### src/hw/rtl/twi_seh_pkg.sv
// Shared types, status codes and helpers for the two-wire status event handler.
// No dependencies; imported by the top level and the core.
`default_nettype none

package twi_seh_pkg;

  localparam int SEND_DEPTH_DEF = 32;
  localparam int RECV_DEPTH_DEF = 32;

  localparam int IDX_W  = 6;   // send and receive indices, saturate at 63
  localparam int BI_W   = 5;   // send buffer load index
  localparam int SI_W   = 5;   // store index field
  localparam int LIM_W  = 9;   // wide enough to hold a depth of up to 256
  localparam int CFG_IDX_W = 2;
  localparam int CFG_W  = 8;

  localparam logic [IDX_W-1:0] IDX_MAX = '1;

  // bus_state codes
  localparam logic [1:0] MODE_IDLE = 2'd0;
  localparam logic [1:0] MODE_SRX  = 2'd1;
  localparam logic [1:0] MODE_STX  = 2'd2;

  // configuration register indexes
  localparam logic [CFG_IDX_W-1:0] REG_DEV_ADDR = 2'd0;
  localparam logic [CFG_IDX_W-1:0] REG_MT_LEN   = 2'd1;
  localparam logic [CFG_IDX_W-1:0] REG_MR_LEN   = 2'd2;
  localparam logic [CFG_IDX_W-1:0] REG_ST_LEN   = 2'd3;

  // status codes, low three bits masked off
  localparam logic [7:0] ST_BUS_ERROR     = 8'h00;
  localparam logic [7:0] ST_START         = 8'h08;
  localparam logic [7:0] ST_REP_START     = 8'h10;
  localparam logic [7:0] ST_MT_SLA_ACK    = 8'h18;
  localparam logic [7:0] ST_MT_SLA_NACK   = 8'h20;
  localparam logic [7:0] ST_MT_DATA_ACK   = 8'h28;
  localparam logic [7:0] ST_MT_DATA_NACK  = 8'h30;
  localparam logic [7:0] ST_ARB_LOST      = 8'h38;
  localparam logic [7:0] ST_MR_SLA_ACK    = 8'h40;
  localparam logic [7:0] ST_MR_SLA_NACK   = 8'h48;
  localparam logic [7:0] ST_MR_DATA_ACK   = 8'h50;
  localparam logic [7:0] ST_MR_DATA_NACK  = 8'h58;
  localparam logic [7:0] ST_SR_SLA_ACK    = 8'h60;
  localparam logic [7:0] ST_SR_ARB_SLA    = 8'h68;
  localparam logic [7:0] ST_SR_GCALL      = 8'h70;
  localparam logic [7:0] ST_SR_ARB_GCALL  = 8'h78;
  localparam logic [7:0] ST_SR_DATA_ACK   = 8'h80;
  localparam logic [7:0] ST_SR_DATA_NACK  = 8'h88;
  localparam logic [7:0] ST_SR_GC_ACK     = 8'h90;
  localparam logic [7:0] ST_SR_GC_NACK    = 8'h98;
  localparam logic [7:0] ST_SR_STOP       = 8'hA0;
  localparam logic [7:0] ST_ST_SLA_ACK    = 8'hA8;
  localparam logic [7:0] ST_ST_ARB_SLA    = 8'hB0;
  localparam logic [7:0] ST_ST_DATA_ACK   = 8'hB8;
  localparam logic [7:0] ST_ST_DATA_NACK  = 8'hC0;
  localparam logic [7:0] ST_ST_LAST_DATA  = 8'hC8;

  localparam logic [7:0] STATUS_MASK = 8'hF8;
  localparam logic [7:0] FILL_BYTE   = 8'hFF;

  typedef struct packed {
    logic             cmd;        // 1: load send buffer entry
    logic [7:0]       status;
    logic [7:0]       rx_byte;
    logic [BI_W-1:0]  buf_index;
    logic [7:0]       buf_value;
  } item_t;

  typedef struct packed {
    logic [7:0]       device_addr_rw;
    logic [IDX_W-1:0] master_tx_length;
    logic [IDX_W-1:0] master_rx_length;
    logic [IDX_W-1:0] slave_tx_length;
  } cfg_t;

  typedef struct packed {
    logic             act;
    logic             ack_enable;
    logic             stop_cond;
    logic             tx_valid;
    logic [7:0]       tx_byte;
    logic [1:0]       bus_state;
    logic             store_valid;
    logic [SI_W-1:0]  store_index;
    logic [7:0]       store_byte;
    logic             rx_done;
    logic [IDX_W-1:0] rx_count;
  } res_t;

  function automatic logic [IDX_W-1:0] bump_idx(input logic [IDX_W-1:0] v);
    bump_idx = (v == IDX_MAX) ? IDX_MAX : v + 1'b1;
  endfunction

endpackage

`default_nettype wire

### src/hw/rtl/twi_status_event_handler.sv
// Two-wire status event handler: input register, configuration registers,
// send buffer RAM and result register. Depends on twi_seh_pkg, twi_seh_core, twi_seh_ram.
//
// Usage:
//   in_*  : one word per bus status event or send buffer load. in_tuser selects
//           the kind (0 status event, 1 buffer load).
//   out_* : exactly one result word per input word, in order: the bus command
//           (act, ack enable, stop, byte to transmit), the mode after the event,
//           an optional received byte to store and the slave receive done flag.
//   cfg_* : register writes, taken in the cycle cfg_we is high; write only while
//           no word is in flight.
// An accepted word is held in the input register, then decoded into the result
// register. Throughput: one word per cycle while out_tready is high; decode is
// a single pass, and the send buffer RAM is read ahead at the next send index so
// its data is ready for the event.
// Reset (rst_n low, synchronous): mode idle, all indices and lengths zero, no
// word held. The send buffer is not cleared; load entries before sending them.
// Stall: while out_tready is low the result is held, one more word is still
// taken into the input register, then in_tready drops.
`default_nettype none

module twi_status_event_handler
  import twi_seh_pkg::*;
#(
  parameter int SEND_DEPTH = SEND_DEPTH_DEF,
  parameter int RECV_DEPTH = RECV_DEPTH_DEF
) (
  input  wire logic                 clk,
  input  wire logic                 rst_n,
  input  wire logic                 in_tvalid,
  output logic                      in_tready,
  input  wire logic [31:0]          in_tdata,   // status[7:0], rx_byte[15:8],
                                                // buf_index[20:16], buf_value[28:21]
  input  wire logic                 in_tuser,   // cmd
  output logic                      out_tvalid,
  input  wire logic                 out_tready,
  output logic [39:0]               out_tdata,  // act, ack_enable, stop_cond, tx_valid,
                                                // tx_byte, bus_state, store_valid,
                                                // store_index, store_byte, rx_done, rx_count
  input  wire logic                 cfg_we,
  input  wire logic [CFG_IDX_W-1:0] cfg_index,
  input  wire logic [CFG_W-1:0]     cfg_wdata
);

  localparam int AW = (SEND_DEPTH > 1) ? $clog2(SEND_DEPTH) : 1;

  cfg_t   cfg_r;
  logic   s1_valid_r;
  item_t  s1_item_r;
  logic   out_valid_r;
  res_t   out_res_r;
  res_t   res;
  item_t  in_item;
  logic   adv;

  logic          ram_we;
  logic [AW-1:0] ram_waddr;
  logic [7:0]    ram_wdata;
  logic [AW-1:0] ram_raddr;
  logic [7:0]    ram_rdata;

  assign in_item.cmd       = in_tuser;
  assign in_item.status    = in_tdata[7:0];
  assign in_item.rx_byte   = in_tdata[15:8];
  assign in_item.buf_index = in_tdata[20:16];
  assign in_item.buf_value = in_tdata[28:21];

  assign adv       = s1_valid_r && (!out_valid_r || out_tready);
  assign in_tready = !s1_valid_r || adv;

  always_ff @(posedge clk) begin
    if (!rst_n) begin
      cfg_r <= '0;
    end else if (cfg_we) begin
      unique case (cfg_index)
        REG_DEV_ADDR: cfg_r.device_addr_rw   <= cfg_wdata;
        REG_MT_LEN:   cfg_r.master_tx_length <= cfg_wdata[IDX_W-1:0];
        REG_MR_LEN:   cfg_r.master_rx_length <= cfg_wdata[IDX_W-1:0];
        REG_ST_LEN:   cfg_r.slave_tx_length  <= cfg_wdata[IDX_W-1:0];
        default: begin
        end
      endcase
    end
  end

  always_ff @(posedge clk) begin
    if (!rst_n) begin
      s1_valid_r  <= 1'b0;
      out_valid_r <= 1'b0;
    end else begin
      if (in_tvalid && in_tready) begin
        s1_valid_r <= 1'b1;
      end else if (adv) begin
        s1_valid_r <= 1'b0;
      end
      if (adv) begin
        out_valid_r <= 1'b1;
      end else if (out_tready) begin
        out_valid_r <= 1'b0;
      end
    end
  end

  always_ff @(posedge clk) begin
    if (in_tvalid && in_tready) begin
      s1_item_r <= in_item;
    end
    if (adv) begin
      out_res_r <= res;
    end
  end

  twi_seh_core #(
    .SEND_DEPTH (SEND_DEPTH),
    .RECV_DEPTH (RECV_DEPTH)
  ) u_core (
    .clk         (clk),
    .rst_n       (rst_n),
    .adv_i       (adv),
    .item_i      (s1_item_r),
    .cfg_i       (cfg_r),
    .ram_rdata_i (ram_rdata),
    .ram_we_o    (ram_we),
    .ram_waddr_o (ram_waddr),
    .ram_wdata_o (ram_wdata),
    .ram_raddr_o (ram_raddr),
    .res_o       (res)
  );

  twi_seh_ram #(
    .WIDTH (8),
    .DEPTH (SEND_DEPTH)
  ) u_send_buf (
    .clk   (clk),
    .we    (ram_we),
    .waddr (ram_waddr),
    .wdata (ram_wdata),
    .raddr (ram_raddr),
    .rdata (ram_rdata)
  );

  assign out_tvalid = out_valid_r;
  assign out_tdata  = {5'b0,
                       out_res_r.rx_count,
                       out_res_r.rx_done,
                       out_res_r.store_byte,
                       out_res_r.store_index,
                       out_res_r.store_valid,
                       out_res_r.bus_state,
                       out_res_r.tx_byte,
                       out_res_r.tx_valid,
                       out_res_r.stop_cond,
                       out_res_r.ack_enable,
                       out_res_r.act};

endmodule

`default_nettype wire

### src/hw/rtl/twi_seh_ram.sv
// Generic single-port-write, single-port-read RAM with registered read data.
// No package dependencies.
`default_nettype none

module twi_seh_ram #(
  parameter int WIDTH = 8,
  parameter int DEPTH = 32,
  localparam int AW = (DEPTH > 1) ? $clog2(DEPTH) : 1
) (
  input  wire logic             clk,
  input  wire logic             we,
  input  wire logic [AW-1:0]    waddr,
  input  wire logic [WIDTH-1:0] wdata,
  input  wire logic [AW-1:0]    raddr,
  output logic      [WIDTH-1:0] rdata
);

  logic [WIDTH-1:0] mem [DEPTH];
  logic [WIDTH-1:0] rdata_r;

  always_ff @(posedge clk) begin
    if (we) begin
      mem[waddr] <= wdata;
    end
    rdata_r <= mem[raddr];
  end

  assign rdata = rdata_r;

endmodule

`default_nettype wire

### src/hw/rtl/twi_seh_core.sv
// Status event decode and bus state: mode, send/receive indices, send length.
// Depends on twi_seh_pkg; drives the send buffer RAM write and prefetch address.
`default_nettype none

module twi_seh_core
  import twi_seh_pkg::*;
#(
  parameter int SEND_DEPTH = SEND_DEPTH_DEF,
  parameter int RECV_DEPTH = RECV_DEPTH_DEF,
  localparam int AW = (SEND_DEPTH > 1) ? $clog2(SEND_DEPTH) : 1
) (
  input  wire logic          clk,
  input  wire logic          rst_n,
  input  wire logic          adv_i,       // item in the input register is processed
  input  wire item_t         item_i,
  input  wire cfg_t          cfg_i,
  input  wire logic [7:0]    ram_rdata_i,
  output logic               ram_we_o,
  output logic [AW-1:0]      ram_waddr_o,
  output logic [7:0]         ram_wdata_o,
  output logic [AW-1:0]      ram_raddr_o,
  output res_t               res_o
);

  localparam logic [LIM_W-1:0] SEND_LIM = LIM_W'(SEND_DEPTH);
  localparam logic [LIM_W-1:0] RECV_LIM = LIM_W'(RECV_DEPTH);

  logic [1:0]       mode_r, mode_nxt;
  logic [IDX_W-1:0] send_index_r, send_index_nxt;
  logic [IDX_W-1:0] send_length_r, send_length_nxt;
  logic [IDX_W-1:0] recv_index_r, recv_index_nxt;
  logic [7:0]       buf0_r;          // copy of entry 0 for a slave transmit restart
  logic             byp_v_r, byp_v_nxt;
  logic [7:0]       byp_d_r;

  logic [7:0]       code;
  logic             store, do_stop, mr_next, st_send, restart, fetch;
  logic             load_ok;
  logic [IDX_W-1:0] fidx;
  logic [7:0]       fbyte;
  logic [7:0]       buf_rd;
  logic [IDX_W-1:0] raddr_idx;
  logic [IDX_W+AW-1:0] raddr_ext;
  logic [BI_W+AW-1:0]  waddr_ext;
  res_t             res;

  assign code    = item_i.status & STATUS_MASK;
  assign load_ok = ({{(LIM_W-BI_W){1'b0}}, item_i.buf_index} < SEND_LIM);

  // prefetched RAM word always belongs to send_index_r; same-cycle write is bypassed
  assign buf_rd = byp_v_r ? byp_d_r : ram_rdata_i;

  always_comb begin
    res             = '0;
    res.bus_state   = mode_r;
    mode_nxt        = mode_r;
    send_index_nxt  = send_index_r;
    send_length_nxt = send_length_r;
    recv_index_nxt  = recv_index_r;
    store   = 1'b0;
    do_stop = 1'b0;
    mr_next = 1'b0;
    st_send = 1'b0;
    restart = 1'b0;
    fetch   = 1'b0;
    fidx    = send_index_r;
    fbyte   = FILL_BYTE;

    if (!item_i.cmd) begin
      unique case (code)
        ST_START, ST_REP_START: begin
          res.act         = 1'b1;
          res.tx_valid    = 1'b1;
          res.tx_byte     = cfg_i.device_addr_rw;
          send_index_nxt  = '0;
          recv_index_nxt  = '0;
          send_length_nxt = cfg_i.master_tx_length;
        end
        ST_MT_SLA_ACK, ST_MT_DATA_ACK: begin
          if (send_index_r < send_length_r) begin
            res.act      = 1'b1;
            res.tx_valid = 1'b1;
            fetch        = 1'b1;
          end else begin
            do_stop = 1'b1;
          end
        end
        ST_MR_DATA_NACK: begin
          store   = 1'b1;
          do_stop = 1'b1;
        end
        ST_MT_SLA_NACK, ST_MT_DATA_NACK, ST_MR_SLA_NACK: begin
          do_stop = 1'b1;
        end
        ST_ARB_LOST: begin
          res.act  = 1'b1;
          mode_nxt = MODE_IDLE;
        end
        ST_MR_DATA_ACK: begin
          store   = 1'b1;
          mr_next = 1'b1;
        end
        ST_MR_SLA_ACK: begin
          mr_next = 1'b1;
        end
        ST_SR_SLA_ACK, ST_SR_ARB_SLA, ST_SR_GCALL, ST_SR_ARB_GCALL: begin
          mode_nxt       = MODE_SRX;
          recv_index_nxt = '0;
          res.act        = 1'b1;
          res.ack_enable = 1'b1;
        end
        ST_SR_DATA_ACK, ST_SR_GC_ACK: begin
          store = 1'b1;
        end
        ST_SR_DATA_NACK, ST_SR_GC_NACK: begin
          res.act = 1'b1;
        end
        ST_SR_STOP: begin
          res.act        = 1'b1;
          res.ack_enable = 1'b1;
          res.rx_done    = 1'b1;
          res.rx_count   = recv_index_r;
          mode_nxt       = MODE_IDLE;
        end
        ST_ST_SLA_ACK, ST_ST_ARB_SLA: begin
          mode_nxt        = MODE_STX;
          send_length_nxt = cfg_i.slave_tx_length;
          restart         = 1'b1;
          st_send         = 1'b1;
        end
        ST_ST_DATA_ACK: begin
          st_send = 1'b1;
        end
        ST_ST_DATA_NACK, ST_ST_LAST_DATA: begin
          res.act        = 1'b1;
          res.ack_enable = 1'b1;
          mode_nxt       = MODE_IDLE;
        end
        ST_BUS_ERROR: begin
          res.act        = 1'b1;
          res.ack_enable = 1'b1;
          res.stop_cond  = 1'b1;
          mode_nxt       = MODE_IDLE;
        end
        default: begin
        end
      endcase

      if (store) begin
        if ({{(LIM_W-IDX_W){1'b0}}, recv_index_r} < RECV_LIM) begin
          res.store_valid = 1'b1;
          res.store_index = recv_index_r[SI_W-1:0];
          res.store_byte  = item_i.rx_byte;
        end
        recv_index_nxt = bump_idx(recv_index_r);
        if (code == ST_SR_DATA_ACK || code == ST_SR_GC_ACK) begin
          res.act        = 1'b1;
          res.ack_enable = ({{(LIM_W-IDX_W){1'b0}}, recv_index_nxt} < RECV_LIM);
        end
      end
      if (do_stop) begin
        res.act        = 1'b1;
        res.ack_enable = 1'b1;
        res.stop_cond  = 1'b1;
        mode_nxt       = MODE_IDLE;
      end
      if (mr_next) begin
        res.act        = 1'b1;
        res.ack_enable = (({1'b0, recv_index_nxt} + 1'b1) < {1'b0, cfg_i.master_rx_length});
      end

      // send buffer fetch; a slave transmit address match restarts at entry 0
      fetch = fetch | st_send;
      fidx  = restart ? '0 : send_index_r;
      if (fetch) begin
        if (restart) begin
          fbyte = buf0_r;
        end else if ({{(LIM_W-IDX_W){1'b0}}, send_index_r} < SEND_LIM) begin
          fbyte = buf_rd;
        end
        send_index_nxt = bump_idx(fidx);
        res.tx_byte    = fbyte;
      end
      if (st_send) begin
        res.act        = 1'b1;
        res.tx_valid   = 1'b1;
        res.ack_enable = (send_index_nxt < send_length_nxt);
      end
    end

    res.bus_state = mode_nxt;
  end

  assign res_o = res;

  // RAM write on a load, prefetch read of the index that holds after this cycle
  assign waddr_ext   = {{AW{1'b0}}, item_i.buf_index};
  assign ram_we_o    = adv_i && item_i.cmd && load_ok;
  assign ram_waddr_o = waddr_ext[AW-1:0];
  assign ram_wdata_o = item_i.buf_value;
  assign raddr_idx   = !rst_n ? '0 : (adv_i ? send_index_nxt : send_index_r);
  assign raddr_ext   = {{AW{1'b0}}, raddr_idx};
  assign ram_raddr_o = raddr_ext[AW-1:0];
  assign byp_v_nxt   = ram_we_o && (ram_waddr_o == ram_raddr_o);

  always_ff @(posedge clk) begin
    if (!rst_n) begin
      mode_r        <= MODE_IDLE;
      send_index_r  <= '0;
      send_length_r <= '0;
      recv_index_r  <= '0;
      byp_v_r       <= 1'b0;
    end else begin
      byp_v_r <= byp_v_nxt;
      if (adv_i) begin
        mode_r        <= mode_nxt;
        send_index_r  <= send_index_nxt;
        send_length_r <= send_length_nxt;
        recv_index_r  <= recv_index_nxt;
      end
    end
  end

  always_ff @(posedge clk) begin
    byp_d_r <= item_i.buf_value;
    if (ram_we_o && item_i.buf_index == '0) begin
      buf0_r <= item_i.buf_value;
    end
  end

  a_start_clears: assert property (@(posedge clk) disable iff (!rst_n)
    adv_i && !item_i.cmd && (code == ST_START || code == ST_REP_START)
    |=> send_index_r == '0 && recv_index_r == '0)
    else $error("start did not clear indices");

  a_hold_idle: assert property (@(posedge clk) disable iff (!rst_n)
    !adv_i |=> $stable(mode_r) && $stable(send_index_r) && $stable(recv_index_r)
               && $stable(send_length_r))
    else $error("state changed without an item");

  a_store_range: assert property (@(posedge clk) disable iff (!rst_n)
    adv_i && res.store_valid |-> ({{(LIM_W-IDX_W){1'b0}}, recv_index_r} < RECV_LIM)
                                  && recv_index_nxt != recv_index_r)
    else $error("store beyond receive depth");

  a_bypass_src: assert property (@(posedge clk) disable iff (!rst_n)
    byp_v_r |-> $past(ram_we_o) && $past(adv_i))
    else $error("bypass without a buffer load");

  a_load_quiet: assert property (@(posedge clk) disable iff (!rst_n)
    adv_i && item_i.cmd |-> !res.act && !res.tx_valid && !res.store_valid && !res.rx_done
                            && mode_nxt == mode_r)
    else $error("buffer load produced bus activity");

endmodule

`default_nettype wire
### config.mk
export PLATFORM = sky130hd
export DESIGN_NAME = twi_status_event_handler
export DESIGN_NICKNAME = d
export VERILOG_FILES = /design/src/hw/rtl/twi_seh_pkg.sv /design/src/hw/rtl/twi_status_event_handler.sv /design/src/hw/rtl/twi_seh_ram.sv /design/src/hw/rtl/twi_seh_core.sv
export SDC_FILE = /design/constraint.sdc
export NUM_CORES = 1
export LEC_CHECK = 0
export BUFFER_PORTS_ARGS = -buffer_cell sky130_fd_sc_hd__buf_2
export CORE_UTILIZATION = 61
export DETAILED_ROUTE_END_ITERATION = 12
export GPL_ROUTABILITY_DRIVEN = 0
export PLACE_DENSITY = 0.8
export SLEW_MARGIN = 20
export SYNTH_ARGS = -nofsm -noshare
export SYNTH_HDL_FRONTEND = slang
export SYNTH_SLANG_ARGS = --single-unit
### constraint.sdc
create_clock -name clk -period 4.1 [get_ports clk]
set_input_delay 0.205 -clock clk [delete_from_list [all_inputs] [get_ports clk]]
set_output_delay 0.205 -clock clk [all_outputs]
set_load 0.05 [all_outputs]
---- Word-level counts from Yosys, hierarchy flattened ----
Memory sizes are Yosys's and may differ from the RTL's. A register that Yosys moved wholly into a read port is not among the register bits.
Index checks and enable logic that the tools add are counted.
storage, ports and cells
  RAM bits ................................ 256
  latch bits .............................. 0
  register bits after elaboration ......... 130
  logic and storage cells ................. 165
  memory bits (read-only) ................. 0
  memories ................................ 1
cells by class
  shift operators ......................... 0
  bitwise logic cells ..................... 5
  order comparisons ....................... 6
  add/subtract/negate cells ............... 3
  eq/ne operators ......................... 31
  multiply operators ...................... 0
  muxes and demuxes ....................... 54
  reductions and logical operators ........ 35
  divide/modulo/power cells ............... 0
memories
  memory          words  width  rd ports  clocked after memory_dff  wr ports  RTL line           source
  u_send_buf.mem  32     8      1         1                         1         twi_seh_ram.sv:18  logic [WIDTH-1:0] mem [DEPTH];
operators by type and width
  cell                                                                   count
  6-bit 2-to-1 mux                                                       10
  5-bit equality test, second input constant                             10
  5-bit by 4-bit equality test with 1-bit output, second input constant  8
  8-bit 2-to-1 mux                                                       5
  1-bit 2-to-1 mux                                                       22
  5-bit by 3-bit equality test with 1-bit output, second input constant  4
  6-bit less-than comparator, second input constant                      3
  5-bit 2-to-1 mux                                                       3
  14-bit 2-to-1 mux                                                      1
  13-bit OR reduction                                                    1
  6-bit by 1-bit adder with 6-bit output, second input constant          2
  6-bit equality test, second input constant                             2
  6-bit less-than comparator                                             2
  2-bit 2-to-1 mux                                                       6
  6-bit case mux with 2 select lines                                     1
  2-bit OR reduction                                                     6
  4-bit OR reduction                                                     3
  5-bit by 2-bit equality test with 1-bit output, second input constant  2
  2-bit AND reduction                                                    5
  8-bit zero test                                                        1
  8-bit OR reduction                                                     1
  6-bit by 1-bit adder with 7-bit output, second input constant          1
  7-bit by 6-bit less-than comparator with 1-bit output                  1
  7-bit 2-to-1 mux                                                       1
  other kinds (18)                                                       33

---- Depth between registers and ports, before layout ----
  depth in word-level cells ............... 14
  mapped depth ............................ 21

---- By module ----
A second synthesis with hierarchy kept.
unflattened totals
  cells, all modules ...................... 1021
  area total of the unflattened synthesis .. 16515.8 um2
modules (own cells, without submodules)
  module                    cells each  instances  area an instance (um2)
  twi_seh_ram               417         1          10053.4
  twi_seh_core              429         1          3400.8
  twi_status_event_handler  175         1          3061.7

---- Least setup slack after synthesis ----
Ideal clock, no wire load.
  path type ............................... register to register
  from .................................... register s1_item_r[25] (netlist name)
  to ...................................... register u_send_buf.rdata_r[0], in the netlist u_send_buf.rdata[0] (read register of u_send_buf.mem)
  cell stages (with the launch flop) ...... 18
  data required time ...................... 3.980 ns
  slack ................................... 0.371 ns
  arrival ................................. 3.609 ns
  clock period less this slack ............ 3.729 ns
  setup time .............................. 0.120 ns
  path buffers ............................ 4
  path through ............................ edfxtp_1 xnor2_1 or2_1 buf_2 clkbuf_1 and2_1 ha_1 clkbuf_1 nand3_1 nor3b_1 nor3_1 a32oi_4 inv_2 or4_1 buf_2 o2111ai_1 a221oi_1 nor3b_1
on the way
  longest elaborated chain between the ends .. 12
  elaborated cells between the ends (all ways) .. 28
  those cells by class .................... add/sub: 1; eq/ne: 8; mux: 14; bitwise: 1; reduce/logical: 4
ends and longest elaborated chain
  element                                                                               RTL line                         source
  start, declared                                                                       twi_status_event_handler.sv:49   item_t s1_item_r;
  start signal, assigned                                                                twi_status_event_handler.sv:106  s1_item_r <= in_item;
  5-bit equality test                                                                   twi_seh_core.sv:70               unique case (code)
  2-bit OR reduction                                                                    twi_seh_core.sv:70
  1-bit 2-to-1 mux                                                                      twi_seh_core.sv:70
  1-bit 2-to-1 mux                                                                      twi_seh_core.sv:69               if (!item_i.cmd) begin
  6-bit 2-to-1 mux                                                                      twi_seh_core.sv:174              fidx = restart ? '0 : send_index_r;
  6-bit by 1-bit adder with 6-bit output / 6-bit equality test (equally long branches)  twi_seh_pkg.sv:91                bump_idx = (v == IDX_MAX) ? IDX_MAX : v + 1'b1;
  6-bit 2-to-1 mux                                                                      twi_seh_pkg.sv:91
  6-bit 2-to-1 mux (*)                                                                  twi_seh_core.sv:175              if (fetch) begin
  6-bit 2-to-1 mux (*)                                                                  twi_seh_core.sv:69
  5-bit 2-to-1 mux (*)                                                                  twi_seh_core.sv:69
  5-bit 2-to-1 mux (*) (2 in a row)                                                     twi_seh_core.sv:201              assign raddr_idx = !rst_n ? '0 : (adv_i ? send_index_nxt : send_index_r);
  end, declared                                                                         twi_seh_ram.sv:19                logic [WIDTH-1:0] rdata_r;
Every way passes the cells marked *; elsewhere a longest branch is shown, timed or not. The select of a mux whose other input is x is not followed.
A chain may end at the register's enable or synchronous reset.

---- Worst setup path after layout ----
  from .................................... register s1_item_r[25] (netlist name)
  to ...................................... register u_send_buf.rdata_r[3], in the netlist u_send_buf.rdata[3] (read register of u_send_buf.mem)
The elaborated chain is that of the path after synthesis.

==> impl_metrics.csv <==
group,metric,value,unit
route,drt_iter0_drc,1135,
timing,max_freq,0.261,GHz
floorplan,die_h,167,um
timing,finClkSkew,0.0189,ns
floorplan,fp.dieW,167,um
final_layout,nets,1448,
route,drt_wl_total,38400,um
setup_path,reg2reg_from,"s1_item_r[25]$_DFFE_PP_",
synth,synth-edff-count,326,
route,drcViolationCount,0,
timing,report.final.setup_viol,0,
synth,yosysWarnings,0,
timing,rsz0062_at_grt,"no",
placed_design,dp_cells,1645,
floorplan,start_util,0.629,
setup_path,crit_start,"s1_item_r[25]$_DFFE_PP_",
global_route,first_global_vias,10660,
global_route,grt_pass1_wl,58900,um
final_layout,nFillCells,1686,
clock_network,root_buffer,"clkbuf_16",
placed_design,port_buffers,78,
timing,final.setup.worst_slack,0.270,ns
placed_design,hpwlAfterDp,23000,um
clock_network,cts_tree,"done",
floorplan,core_area,26400,um^2
worst_hold_path,hp-class,"input port to flop",
route,routed_via_density,6.32,
synth,synth_flop_cell,"edfxtp_1",
timing,fin_tns_setup,0,ns
route,ant_nets,0,
worst_hold_path,hold_start,"cfg_wdata[1]",
setup_path,arrival,4.23,ns
clock_network,clkSlewWorstSetupHoldPaths,0.06,ns
final_layout,postLayoutCellArea,19000,um^2
synth,syn_area_per_cell,13.1,um^2
placed_design,placed_cell_area,17400,um^2
global_route,grt_overflow,0,
clock_network,cts_max_path_buffers,3,
placed_design,post-place-ws,0.391,ns
pwr,leakage,6.60,nW
floorplan,dieArea,27800,um^2
final_layout,instances_no_fill,1748,
setup_path,critical_path_required,4.50,ns
synth,yosysUniqueCellTypes,70,
clock_network,post_cts_buffers,0,
setup_path,reg2reg_depth,15,
setup_path,critPathLaunchType,"flop",
floorplan,top_level_ports,90,
run,cap_violations,0,
final_layout,layout_commonest_cell,"edfxtp_1",
setup_path,worst-setup-path-type,"flop to flop",
timing,worst_slew_pin_slew,0.977,ns
timing,fin_crit_sh,0.934,
timing,layout_min_cycle_time,3.83,ns
outcome,status,"completed",
route,dr.pass1.iters,7,
pwr,p_per_area,439,nW/um^2
synth,synthArstFlopShare,0,
route,routedWlPerCell,21.9,um
final_layout,layout-drive-gt1-share,0.149,
timing,max-slew-margin-rel,0.342,
floorplan,rows,59,
clock_network,cts_buffers,39,
synth,ys_ff_latch,391,
synth,netlist_instances,1268,
final_layout,layout_common_cells,"326 x edfxtp_1, 167 x nand2_1, 89 x nor2_1",
global_route,grt_use_total,0.277,
timing,timing_hold_violations_final,0,
setup_path,critPathCaptureType,"flop",
clock_network,clock_latency,0.53,ns
setup_path,r2r_slack,0.27,ns
global_route,grt_max_degree,58,
pwr,finalPower,8.32,mW
route,vias,11054,
pwr,vdd_drop_max,418,uV
clock_network,htreeDepth,2,
timing,drv_slew,0,
worst_hold_path,min_to,"cfg_r[19]$_SDFFE_PN0P_",
setup_path,worst_r2r_endpoint,"u_send_buf.rdata[3]$_DFF_P_",
clock_network,clock-sinks,391,
synth,syn-cell-area,16600,um^2
final_layout,syn2layout_area_growth,14.4,%
worst_hold_path,hold_path_depth,3,
final_layout,insertedDiodeCount,0,
global_route,antenna_found_initial,0,
synth,yosysSeqAreaShare,0.669,
setup_path,critPathMaxFanout,10,
==> cell families after synthesis <==
group | synth area share
xor gates and xnor gates | 0.00634
adders and majority gates | 0.0136
buffers and inverters | 0.0294
other | 0.000226
AOI/OAI and AO/OA | 0.0907
and+or+nand+nor | 0.146
muxes | 0.0447
DFF | 0.669
==> worst max-delay path: stages (launching register included) <==
cell and delay (ns):
edfxtp_1 0.41, xnor2_1 0.18, or2_1 0.27, and2_1 0.20, ha_1 0.29, nand2_1 0.13
nor2_1 0.07, o21ai_0 0.29, a211oi_1 0.08, a31o_2 0.31, buf_4 0.21, nor4_2 0.62
a32oi_1 0.18, o2111ai_1 0.17, a221oi_1 0.12, nor3b_1 0.19
==> layout make-up <==
class                           instances  area, um^2  share of cell area
Tap cell                              335         419              0.0221
Sequential cell                       391       11100               0.585
Clock buffer                           58        1140              0.0601
Clock inverter                         14         135             0.00713
Multi-Input combinational cell        783        5050               0.266
Inverter                               16        76.3             0.00403
Timing Repair Buffer                  151        1050              0.0552
==> synth_stat cells, types with 9 or more instances <==
library cell	n	area [um^2]
edfxtp_1	326	9790
nand2_1	167	627
nor2_1	89	334
mux2i_1	74	741
dfxtp_1	65	1300
nor2b_1	44	275
clkbuf_1	42	158
a21oi_1	40	200
nor3_1	36	180
and2_1	22	138
nand3_1	19	95.1
a221oi_1	18	158
ha_1	18	225
nand4_1	18	113
and3_1	17	106
buf_2	17	85.1
a2111oi_0	16	140
buf_4	16	120
nor3b_1	13	97.6
o21ai_0	13	65.1
inv_1	12	45.0
a211oi_1	11	82.6
a31oi_1	11	68.8
xnor2_1	11	96.3
a22oi_1	10	75.1
nand3b_1	9	67.6
o211a_1	9	90.1
==> worst max path at each step <==
| stage | end | slack, ns | cells after the start |
|---|---|---|---|
| after floorplan | u_send_buf.rdata[0]$_DFF_P_ | 0.37 | 17 |
| after global placement | u_send_buf.rdata[1]$_DFF_P_ | 0.50 | 14 |
| after detailed placement | u_send_buf.rdata[3]$_DFF_P_ | 0.39 | 15 |
| after CTS | u_send_buf.rdata[3]$_DFF_P_ | 0.35 | 15 |
| after global routing | u_send_buf.rdata[3]$_DFF_P_ | 0.08 | 15 |
| final | u_send_buf.rdata[3]$_DFF_P_ | 0.27 | 15 |
==> per-stage QoR <==
step                      hold WS [ns]   util
after floorplan                  0.304      -
after global placement           0.382  0.658
after detailed placement         0.384  0.658
after CTS                       0.0106  0.718
after global routing            0.0219  0.719
final                           0.0189  0.719
==> timing repair <==
item                                    CTS  global route
hold buffers                             30             0
resized for setup                         0             1
hold endpoints to repair                 30             0
endpoints found under the setup margin    0             3
==> flip-flops by register name, indices dropped and copies added (netlist names) <==
register,cells
u_core.byp_v_r,1
cfg_r,26
u_send_buf.mem,256
u_core.byp_d_r,8
s1_valid_r,1
u_core.mode_r,2
u_core.buf0_r,8
out_tdata,35
u_send_buf.rdata,8
u_core.send_length_r,6
s1_item_r,27
out_tvalid,1
u_core.recv_index_r,6
u_core.send_index_r,6
==> where the power goes <==
group,switching [mW],total [mW],internal [mW]
registers,0.0347,4.40,4.36
logic,0.281,0.421,0.139
clock network,1.45,3.51,2.06
==> routing by layer <==
| metal | routed length (um) | part of all wire | track usage |
|---|---|---|---|
| met5 | 0 | 0 | 0 |
| met4 | 1830 | 0.048 | 0.140 |
| met3 | 3000 | 0.078 | 0.0452 |
| met2 | 18700 | 0.49 | 0.455 |
| met1 | 14800 | 0.39 | 0.359 |
Power figures use the tool's default switching activity.
